<file path="config.mk">
export PLATFORM = sky130hd
export DESIGN_NAME = packet_frame_byte_parser_top
export DESIGN_NICKNAME = d
export VERILOG_FILES = /design/src/hdl/pfbp_pkg.sv /design/src/hdl/pfbp_queue.sv /design/src/hdl/pfbp_engine.sv /design/src/hdl/packet_frame_byte_parser_top.sv
export SDC_FILE = /design/constraint.sdc
export NUM_CORES = 1
export LEC_CHECK = 0
export BUFFER_PORTS_ARGS = -buffer_cell sky130_fd_sc_hd__buf_2
export CORE_UTILIZATION = 25
export CTS_CLUSTER_DIAMETER = 80
export DETAILED_ROUTE_END_ITERATION = 10
export PLACE_DENSITY = 0.46
export SYNTH_ARGS = -nofsm -noshare
export SYNTH_HDL_FRONTEND = slang
export SYNTH_SLANG_ARGS = --single-unit
</file>
<file path="constraint.sdc">
create_clock -name clk -period 5 [get_ports clk]
set_input_delay 0.25 -clock clk [delete_from_list [all_inputs] [get_ports clk]]
set_output_delay 0.25 -clock clk [all_outputs]
set_load 0.005 [all_outputs]
</file>
<file path="src/hdl/pfbp_pkg.sv">
// Package for the packet frame byte parser.
// Holds widths, phase and error codes, reset values and shared types.
// Used by every module in hdl; depends on nothing.
`default_nettype none

package pfbp_pkg;

  localparam int BYTE_W   = 8;
  localparam int FIELD_W  = 3;
  localparam int CNT_W    = 31;
  localparam int WORD_W   = 32;
  localparam int ERR_W    = 3;
  localparam int HLEN_W   = 16;
  localparam int BLEN_W   = 31;
  localparam int MAGIC_W  = 64;
  localparam int CFG_DATA_W = 64;
  localparam int CFG_IDX_W  = 2;

  localparam int QUEUE_DEPTH = 4;

  // parse phases, also the field code of the result word
  localparam logic [FIELD_W-1:0] PH_MAGIC    = 3'd0;
  localparam logic [FIELD_W-1:0] PH_TYPE     = 3'd1;
  localparam logic [FIELD_W-1:0] PH_SLEN     = 3'd2;
  localparam logic [FIELD_W-1:0] PH_SENDER   = 3'd3;
  localparam logic [FIELD_W-1:0] PH_RLEN     = 3'd4;
  localparam logic [FIELD_W-1:0] PH_RECEIVER = 3'd5;
  localparam logic [FIELD_W-1:0] PH_CLEN     = 3'd6;
  localparam logic [FIELD_W-1:0] PH_BODY     = 3'd7;

  localparam logic [ERR_W-1:0] ERR_NONE  = 3'd0;
  localparam logic [ERR_W-1:0] ERR_MAGIC = 3'd1;
  localparam logic [ERR_W-1:0] ERR_TYPE  = 3'd2;
  localparam logic [ERR_W-1:0] ERR_HLEN  = 3'd3;
  localparam logic [ERR_W-1:0] ERR_BLEN  = 3'd4;

  localparam logic [CFG_IDX_W-1:0] REG_MAGIC    = 2'd0;
  localparam logic [CFG_IDX_W-1:0] REG_TYPE     = 2'd1;
  localparam logic [CFG_IDX_W-1:0] REG_MAX_HLEN = 2'd2;
  localparam logic [CFG_IDX_W-1:0] REG_MAX_BLEN = 2'd3;

  localparam logic [MAGIC_W-1:0] MAGIC_RST    = 64'h0102_0304_0102_0304;
  localparam logic [WORD_W-1:0]  TYPE_RST     = 32'd0;
  localparam logic [HLEN_W-1:0]  MAX_HLEN_RST = 16'd256;
  localparam logic [BLEN_W-1:0]  MAX_BLEN_RST = 31'd65536;

  typedef struct packed {
    logic [MAGIC_W-1:0] magic_word;
    logic [WORD_W-1:0]  expected_type;
    logic [HLEN_W-1:0]  max_header_len;
    logic [BLEN_W-1:0]  max_body_len;
  } cfg_t;

  typedef struct packed {
    logic [BYTE_W-1:0]  byte_out;
    logic [FIELD_W-1:0] field_code;
    logic [CNT_W-1:0]   bytes_needed;
    logic [WORD_W-1:0]  decoded_word;
    logic               packet_last;
    logic [ERR_W-1:0]   error_code;
  } res_t;

endpackage

`default_nettype wire

</file>
<file path="src/hdl/pfbp_queue.sv">
// Short byte queue between the accepting front and the parse engine.
// Depends on pfbp_pkg for the byte width.
`default_nettype none

module pfbp_queue #(
  parameter int DEPTH = pfbp_pkg::QUEUE_DEPTH
) (
  input  wire logic                        clk,
  input  wire logic                        rst_n,
  input  wire logic                        push,
  input  wire logic [pfbp_pkg::BYTE_W-1:0] push_data,
  output logic                             full,
  input  wire logic                        pop,
  output logic                             not_empty,
  output logic [pfbp_pkg::BYTE_W-1:0]      pop_data
);

  localparam int PTR_W = (DEPTH > 1) ? $clog2(DEPTH) : 1;
  localparam int CNT_W = $clog2(DEPTH + 1);
  localparam logic [PTR_W-1:0] LAST_PTR = PTR_W'(DEPTH - 1);
  localparam logic [CNT_W-1:0] FULL_CNT = CNT_W'(DEPTH);

  logic [pfbp_pkg::BYTE_W-1:0] mem [DEPTH];
  logic [PTR_W-1:0] wr_ptr_r, wr_ptr_nxt;
  logic [PTR_W-1:0] rd_ptr_r, rd_ptr_nxt;
  logic [CNT_W-1:0] count_r, count_nxt;

  always_comb begin
    wr_ptr_nxt = wr_ptr_r;
    rd_ptr_nxt = rd_ptr_r;
    count_nxt  = count_r;
    if (push) begin
      wr_ptr_nxt = (wr_ptr_r == LAST_PTR) ? '0 : wr_ptr_r + PTR_W'(1);
    end
    if (pop) begin
      rd_ptr_nxt = (rd_ptr_r == LAST_PTR) ? '0 : rd_ptr_r + PTR_W'(1);
    end
    if (push && !pop) begin
      count_nxt = count_r + CNT_W'(1);
    end else if (pop && !push) begin
      count_nxt = count_r - CNT_W'(1);
    end
  end

  always_ff @(posedge clk) begin
    if (!rst_n) begin
      wr_ptr_r <= '0;
      rd_ptr_r <= '0;
      count_r  <= '0;
    end else begin
      wr_ptr_r <= wr_ptr_nxt;
      rd_ptr_r <= rd_ptr_nxt;
      count_r  <= count_nxt;
    end
  end

  always_ff @(posedge clk) begin
    if (push) begin
      mem[wr_ptr_r] <= push_data;
    end
  end

  assign full      = (count_r == FULL_CNT);
  assign not_empty = (count_r != '0);
  assign pop_data  = mem[rd_ptr_r];

endmodule

`default_nettype wire

</file>
<file path="src/hdl/pfbp_engine.sv">
// Parse engine: frame phase state, field counter, word assembly and the
// result register. Depends on pfbp_pkg for codes and the cfg_t/res_t types.
`default_nettype none

module pfbp_engine (
  input  wire logic                        clk,
  input  wire logic                        rst_n,
  input  wire pfbp_pkg::cfg_t              cfg,
  input  wire logic                        q_valid,
  input  wire logic [pfbp_pkg::BYTE_W-1:0] q_byte,
  output logic                             q_pop,
  output logic                             out_valid,
  input  wire logic                        out_stall,
  output pfbp_pkg::res_t                   out_res
);

  logic [pfbp_pkg::FIELD_W-1:0] phase_r, phase_nxt;
  logic [pfbp_pkg::CNT_W-1:0]   cnt_r, cnt_nxt;
  logic [pfbp_pkg::WORD_W-1:0]  acc_r, acc_nxt;
  logic                         mis_r, mis_nxt;
  logic                         out_valid_r;
  pfbp_pkg::res_t               out_res_r, res_nxt;

  logic [2:0]                  magic_idx;
  logic [pfbp_pkg::BYTE_W-1:0] magic_exp;
  logic                        mis_any;
  logic [1:0]                  word_idx;
  logic [pfbp_pkg::WORD_W-1:0] acc_sh;
  logic [pfbp_pkg::CNT_W-1:0]  cnt_dec;

  // result register frees up when empty or being taken this cycle
  assign q_pop = q_valid && (!out_valid_r || !out_stall);

  always_comb begin
    magic_idx = cnt_r[2:0];
    magic_exp = pfbp_pkg::BYTE_W'(cfg.magic_word >> {~magic_idx, 3'b000});
    mis_any   = mis_r | (magic_exp != q_byte);
    word_idx  = cnt_r[1:0];
    acc_sh    = {acc_r[pfbp_pkg::WORD_W-9:0], q_byte};
    cnt_dec   = (cnt_r != '0) ? cnt_r - pfbp_pkg::CNT_W'(1) : '0;

    phase_nxt = phase_r;
    cnt_nxt   = cnt_r;
    acc_nxt   = acc_r;
    mis_nxt   = mis_r;

    res_nxt.byte_out     = q_byte;
    res_nxt.field_code   = phase_r;
    res_nxt.bytes_needed = '0;
    res_nxt.decoded_word = '0;
    res_nxt.packet_last  = 1'b0;
    res_nxt.error_code   = pfbp_pkg::ERR_NONE;

    case (phase_r)
      pfbp_pkg::PH_MAGIC: begin
        res_nxt.bytes_needed = pfbp_pkg::CNT_W'(3'd7 - magic_idx);
        if (magic_idx == 3'd7) begin
          // eighth byte: pass on a clean match, else report and retry
          if (mis_any) begin
            res_nxt.error_code = pfbp_pkg::ERR_MAGIC;
          end else begin
            phase_nxt = pfbp_pkg::PH_TYPE;
          end
          cnt_nxt = '0;
          mis_nxt = 1'b0;
          acc_nxt = '0;
        end else begin
          cnt_nxt = pfbp_pkg::CNT_W'(magic_idx) + pfbp_pkg::CNT_W'(1);
          mis_nxt = mis_any;
        end
      end
      pfbp_pkg::PH_TYPE, pfbp_pkg::PH_SLEN, pfbp_pkg::PH_RLEN, pfbp_pkg::PH_CLEN: begin
        res_nxt.decoded_word = acc_sh;
        res_nxt.bytes_needed = pfbp_pkg::CNT_W'(2'd3 - word_idx);
        if (word_idx == 2'd3) begin
          cnt_nxt = '0;
          acc_nxt = '0;
          if (phase_r == pfbp_pkg::PH_TYPE) begin
            if (acc_sh != cfg.expected_type) begin
              res_nxt.error_code = pfbp_pkg::ERR_TYPE;
            end else begin
              phase_nxt = pfbp_pkg::PH_SLEN;
            end
          end else if (phase_r == pfbp_pkg::PH_CLEN) begin
            if (acc_sh > pfbp_pkg::WORD_W'(cfg.max_body_len)) begin
              res_nxt.error_code = pfbp_pkg::ERR_BLEN;
            end else if (acc_sh == '0) begin
              phase_nxt           = pfbp_pkg::PH_MAGIC;
              res_nxt.packet_last = 1'b1;
            end else begin
              phase_nxt = pfbp_pkg::PH_BODY;
              cnt_nxt   = acc_sh[pfbp_pkg::CNT_W-1:0];
            end
          end else begin
            if (acc_sh > pfbp_pkg::WORD_W'(cfg.max_header_len)) begin
              res_nxt.error_code = pfbp_pkg::ERR_HLEN;
            end else if (acc_sh == '0) begin
              // empty sender or receiver: go straight to the next length
              phase_nxt = phase_r + pfbp_pkg::FIELD_W'(2);
            end else begin
              phase_nxt = phase_r + pfbp_pkg::FIELD_W'(1);
              cnt_nxt   = acc_sh[pfbp_pkg::CNT_W-1:0];
            end
          end
        end else begin
          cnt_nxt = pfbp_pkg::CNT_W'(word_idx) + pfbp_pkg::CNT_W'(1);
          acc_nxt = acc_sh;
        end
      end
      default: begin
        // sender, receiver and body count down
        cnt_nxt              = cnt_dec;
        res_nxt.bytes_needed = cnt_dec;
        if (cnt_dec == '0) begin
          acc_nxt = '0;
          if (phase_r == pfbp_pkg::PH_BODY) begin
            phase_nxt           = pfbp_pkg::PH_MAGIC;
            mis_nxt             = 1'b0;
            res_nxt.packet_last = 1'b1;
          end else begin
            phase_nxt = phase_r + pfbp_pkg::FIELD_W'(1);
          end
        end
      end
    endcase
  end

  always_ff @(posedge clk) begin
    if (!rst_n) begin
      phase_r     <= pfbp_pkg::PH_MAGIC;
      cnt_r       <= '0;
      acc_r       <= '0;
      mis_r       <= 1'b0;
      out_valid_r <= 1'b0;
    end else begin
      if (q_pop) begin
        phase_r <= phase_nxt;
        cnt_r   <= cnt_nxt;
        acc_r   <= acc_nxt;
        mis_r   <= mis_nxt;
      end
      if (q_pop) begin
        out_valid_r <= 1'b1;
      end else if (!out_stall) begin
        out_valid_r <= 1'b0;
      end
    end
  end

  always_ff @(posedge clk) begin
    if (q_pop) begin
      out_res_r <= res_nxt;
    end
  end

  assign out_valid = out_valid_r;
  assign out_res   = out_res_r;

endmodule

`default_nettype wire

</file>
<file path="src/hdl/packet_frame_byte_parser_top.sv">
// Packet frame byte parser, top level. An accepted word passes through the
// queue, then the result register, to the out_ ports. Throughput: one word
// per cycle while out_stall is low; the engine's per-byte phase step,
// counter and compare are combinational. in_stall rises only when the queue is full.
// Reset (rst_n low, synchronous) empties the queue and result register,
// returns to the magic phase and loads the register reset values.
`default_nettype none

module packet_frame_byte_parser_top #(
  parameter int QUEUE_DEPTH = pfbp_pkg::QUEUE_DEPTH
) (
  input  wire logic                             clk,
  input  wire logic                             rst_n,
  // configuration write port
  input  wire logic                             cfg_we,
  input  wire logic [pfbp_pkg::CFG_IDX_W-1:0]   cfg_index,
  input  wire logic [pfbp_pkg::CFG_DATA_W-1:0]  cfg_data,
  // byte input
  input  wire logic                             in_valid,
  output logic                                  in_stall,
  input  wire logic [pfbp_pkg::BYTE_W-1:0]      in_data_byte,
  // tagged byte output
  output logic                                  out_valid,
  input  wire logic                             out_stall,
  output logic [pfbp_pkg::BYTE_W-1:0]           out_byte_out,
  output logic [pfbp_pkg::FIELD_W-1:0]          out_field_code,
  output logic [pfbp_pkg::CNT_W-1:0]            out_bytes_needed,
  output logic [pfbp_pkg::WORD_W-1:0]           out_decoded_word,
  output logic                                  out_packet_last,
  output logic [pfbp_pkg::ERR_W-1:0]            out_error_code
);

  pfbp_pkg::cfg_t cfg_r;
  pfbp_pkg::res_t res;

  logic                        q_full;
  logic                        q_valid;
  logic                        q_pop;
  logic [pfbp_pkg::BYTE_W-1:0] q_byte;
  logic                        push;

  // Config registers. Writes must come only while the parser is idle; the block
  // does not enforce this and has no shadowing. Unused data bits of narrower registers are dropped.
  always_ff @(posedge clk) begin
    if (!rst_n) begin
      cfg_r.magic_word     <= pfbp_pkg::MAGIC_RST;
      cfg_r.expected_type  <= pfbp_pkg::TYPE_RST;
      cfg_r.max_header_len <= pfbp_pkg::MAX_HLEN_RST;
      cfg_r.max_body_len   <= pfbp_pkg::MAX_BLEN_RST;
    end else if (cfg_we) begin
      case (cfg_index)
        pfbp_pkg::REG_MAGIC:    cfg_r.magic_word     <= cfg_data;
        pfbp_pkg::REG_TYPE:     cfg_r.expected_type  <= cfg_data[pfbp_pkg::WORD_W-1:0];
        pfbp_pkg::REG_MAX_HLEN: cfg_r.max_header_len <= cfg_data[pfbp_pkg::HLEN_W-1:0];
        pfbp_pkg::REG_MAX_BLEN: cfg_r.max_body_len   <= cfg_data[pfbp_pkg::BLEN_W-1:0];
        default: ;
      endcase
    end
  end

  // Front: accept whenever the queue has room. Stall comes from a register
  // inside the queue, never from out_stall combinationally.
  assign in_stall = q_full;
  assign push     = in_valid && !q_full;

  pfbp_queue #(
    .DEPTH(QUEUE_DEPTH)
  ) u_queue (
    .clk       (clk),
    .rst_n     (rst_n),
    .push      (push),
    .push_data (in_data_byte),
    .full      (q_full),
    .pop       (q_pop),
    .not_empty (q_valid),
    .pop_data  (q_byte)
  );

  // Back: one byte per cycle through the phase logic into the result reg, unless out_stall holds it.
  pfbp_engine u_engine (
    .clk       (clk),
    .rst_n     (rst_n),
    .cfg       (cfg_r),
    .q_valid   (q_valid),
    .q_byte    (q_byte),
    .q_pop     (q_pop),
    .out_valid (out_valid),
    .out_stall (out_stall),
    .out_res   (res)
  );

  assign out_byte_out     = res.byte_out;
  assign out_field_code   = res.field_code;
  assign out_bytes_needed = res.bytes_needed;
  assign out_decoded_word = res.decoded_word;
  assign out_packet_last  = res.packet_last;
  assign out_error_code   = res.error_code;

endmodule

`default_nettype wire

</file>
==> results.md <==
- CP max stage cell: nor3b_1
- H-tree depth: 2
- Antenna Cells: 0
- Worst min path class: primary input to register
- Initial core utilization: 25.4%
- Final hold vios: 0
- Clock Tree Buf Depth: 3
- CTS sink cnt: 322
- Clk slew on worst S/H paths: 60 ps
- Area Overhead vs Synth: 24.0%
- Total Routing Usage GR: 16.7%
- Worst Path Required: 5450 ps
- Post-synth top flop: dfxtp_1
- Pwr dens: 522 nW/um^2
- Initial drt markers: 974
- Syn Std Cell Area: 15000 sq um
- Via count: 12500
- Vias per cell: 4.79
- RSZ-0062 raised after global routing: false
- Die height: 247 microns
- Synth cell types: 73
- HPWL after DPL: 35.4 mm
- Crit path DAT: 4600 ps
- Routed Antenna Nets: 0
- CP cell instances: inv_1 -> ha_1 -> nor3b_1 -> nand4_1 -> o21ai_0 -> o21ai_0 -> a211oi_2 -> nor4b_4 -> o21a_1 -> buf_4 -> nand3b_1 -> mux2i_1
- Post-Route Skew: 11.9 ps
- Total CTS buffers: 41
- Fillers: 6204
- Worst setup SP type: register
- Seq/Total Area, Yosys: 50.1%
- Core Region: 59200 sq um
- Port bufs: 158
- FF+latch area: 7550 sq um
- Seq cells post-synth: 322
- DIE AREA: 61200 sq um
- Buf+Inv Stages, Crit Path: 2
- Asr flop ratio synth: 0%
- Skew-Pair Late Insertion Delay: 570 ps
- Failing checks: DRC
- Nets@finish: 1950
- Fin Setup TNS: 0 ps
- Post-Syn Instances: 1630
- Capturing element type of the critical path: register
- Slew headroom: 19.5%
- Setup bufs post-CTS: 0
- Syn_nets: 1772
- First-pass GRT wire length: 76.6 mm
- Number of flops mapped to enable cells by yosys: 110
- Grt ovf: 0
- CTS tree: built
- Min Tclk post-route: 4150 ps
- DR DRC count: 21
- Maximum VDD drop: 360 uV
- Routed wire length: 51.3 mm
- Yosys warns: 0
- Worst Max-Slew Pin Slew: 1200 ps
- Max-slew violation count: 0
- CP dominant cell by count: o21ai_0
- CP delay by family, top: simple AND/OR/NAND/NOR gates
- Number of antenna violations at the first check in global routing: 0
- IO Pins: 159
- Fin crit share: 83.0%
- Drt first pass iters: 8
- Vias in the first global route: 12100
- MaxCap Viol Count: 0
- Max FO, Critical Path: 27
- Placer Congestion: 0.824
- Fmax: 0.241 GHz
- Largest net degree at the start of global routing: 85
- CTS root buffer: clkbuf_16
- Multi-input gate area: 6840 sq um
- Layout cells sized above 1: 15.4%
- Avg Cell Area, Syn: 9.23 sq um
- Fin util: 31.5%
- Setup Crit Path Kind: register to register
- FP Rows: 89
- P_leak: 6.75 nW
- CP peak stage delay: 620 ps
- Drt wl/cell: 19.6 microns
- Final-report setup violation count: 0
- Die W: 247 microns
- Status: complete, but fails checks
path summary, 6_finish.rpt:
check	from	endpoint	slack, ps	cells past startpoint
max	u_engine.cnt_r[0]	u_engine.phase_r[2]	850	12
max reg2reg	u_engine.cnt_r[0]	u_engine.phase_r[2]	850	12
min	cfg_data[10]	cfg_r[10]	30	3
min reg2reg	cfg_r[118]	cfg_r[118]	450	2
repair_timing:
action	CTS	global route
gates resized for setup	0	0
hold buffers	62	0
hold endpoints to repair	122	0
worst register-to-register path, stage by stage, from the launching register on:
cell      delay (ps)
dfxtp_1          310
inv_1            130
ha_1             320
nor3b_1          620
nand4_1          620
o21ai_0          450
o21ai_0          190
a211oi_2         280
nor4b_4          310
o21a_1           150
buf_4            310
nand3b_1         190
mux2i_1          160
placed cells by master, fill, tap and decap left out, types with 4 or more instances in the layout:
| cell type | instances |
|---|---|
| dlygate4sd3_1 | 62 |
| dfxtp_1 | 211 |
| o211ai_1 | 6 |
| nand3b_1 | 4 |
| nor2b_1 | 38 |
| o31ai_1 | 5 |
| buf_4 | 22 |
| mux4_2 | 14 |
| a21oi_1 | 247 |
| nor2_1 | 56 |
| inv_1 | 58 |
| nand2_1 | 342 |
| bufinv_16 | 5 |
| or4_1 | 4 |
| nand4_1 | 21 |
| nor3_1 | 14 |
| clkbuf_16 | 45 |
| o21ai_0 | 59 |
| xnor2_1 | 49 |
| ha_1 | 62 |
| a21o_1 | 7 |
| nor4_1 | 21 |
| clkbuf_8 | 8 |
| edfxtp_1 | 110 |
| a22oi_1 | 11 |
| and2_1 | 10 |
| xor2_1 | 17 |
| nand3_1 | 42 |
| a31oi_1 | 5 |
| or3_1 | 10 |
| o21a_1 | 4 |
| nor3b_1 | 5 |
| buf_2 | 158 |
| clkinv_2 | 5 |
| mux2i_1 | 28 |
per-layer routing:
metal | part of all wire, % | global-route usage [%] | vias up
met5 | 0 | 0 | -
met4 | 2.0 | 4.71 | 0
met3 | 5.6 | 2.30 | 67
met2 | 46 | 26.6 | 387
met1 | 46 | 23.5 | 6014
li1 | - | - | 6048
layout make-up:
class | instances | area share [%]
Clock inverter | 20 | 1.39
Clock buffer | 56 | 6.68
Inverter | 60 | 1.23
Tap cell | 773 | 5.18
Sequential cell | 322 | 40.4
Multi-Input combinational cell | 1141 | 36.6
Timing Repair Buffer | 242 | 8.45
where the power goes:
group / internal (mW) / total, mW / switching [mW]
Sequential: 3.29 / 3.65 / 0.359
Combinational: 1.11 / 2.83 / 1.72
Clock: 2.02 / 3.26 / 1.24
Total: 6.43 / 9.74 / 3.32
Yosys cell counts, drive strengths merged (7+ instances only):
| cell type | count | area share, % |
|---|---|---|
| nand4 | 21 | 0.87 |
| xnor2 | 49 | 2.9 |
| buf | 21 | 0.91 |
| and2 | 10 | 0.42 |
| ha | 62 | 5.2 |
| or3 | 11 | 0.49 |
| nor2b | 38 | 1.6 |
| mux4 | 14 | 2.1 |
| dfxtp | 212 | 28 |
| nand3 | 43 | 1.5 |
| nand2 | 342 | 8.5 |
| a21o | 7 | 0.35 |
| a21oi | 247 | 8.2 |
| o21ai | 60 | 2.0 |
| xor2 | 17 | 0.99 |
| nor3 | 15 | 0.53 |
| a22oi | 11 | 0.55 |
| inv | 60 | 1.5 |
| edfxtp | 110 | 22 |
| nor4 | 23 | 1.1 |
| mux2i | 28 | 1.9 |
| nor2 | 56 | 1.4 |
| clkbuf | 86 | 2.1 |
kinds of logic after synthesis:
family | after synthesis | synth area share [%]
flops | 322 | 50.1
xor+xnor | 66 | 3.84
mux | 42 | 3.96
compound gates | 372 | 13.7
buf+inv | 167 | 4.55
fa+ha+maj | 63 | 5.29
simple gates | 598 | 18.5
per-stage QoR:
stage / setup WS [ps] / area (sq um) / std cells / hold WS [ps] / power (mW)
finish: 852 / 18700 / 2614 / 27.4 / 9.74
global route: 493 / 18700 / 2614 / 26.9 / 10.3
CTS: 897 / 18700 / 2614 / 0.326 / 9.87
detailed placement: 907 / 16500 / 2476 / 446 / 6.53
global placement: 965 / 16500 / 2476 / 443 / 6.49
floorplan: 1290 / 15000 / 1630 / 349 / 5.53
state kept, by name, indices dropped and copies added (netlist names), named ones only:
name / flops
cfg_r: 143
u_engine.acc_r: 24
u_engine.cnt_r: 31
u_engine.mis_r: 1
u_engine.out_res: 78
u_engine.out_valid: 1
u_engine.phase_r: 3
u_queue.count_r: 3
u_queue.mem: 32
u_queue.rd_ptr_r: 2
u_queue.wr_ptr_r: 2
(Power assumes the default switching activity.)
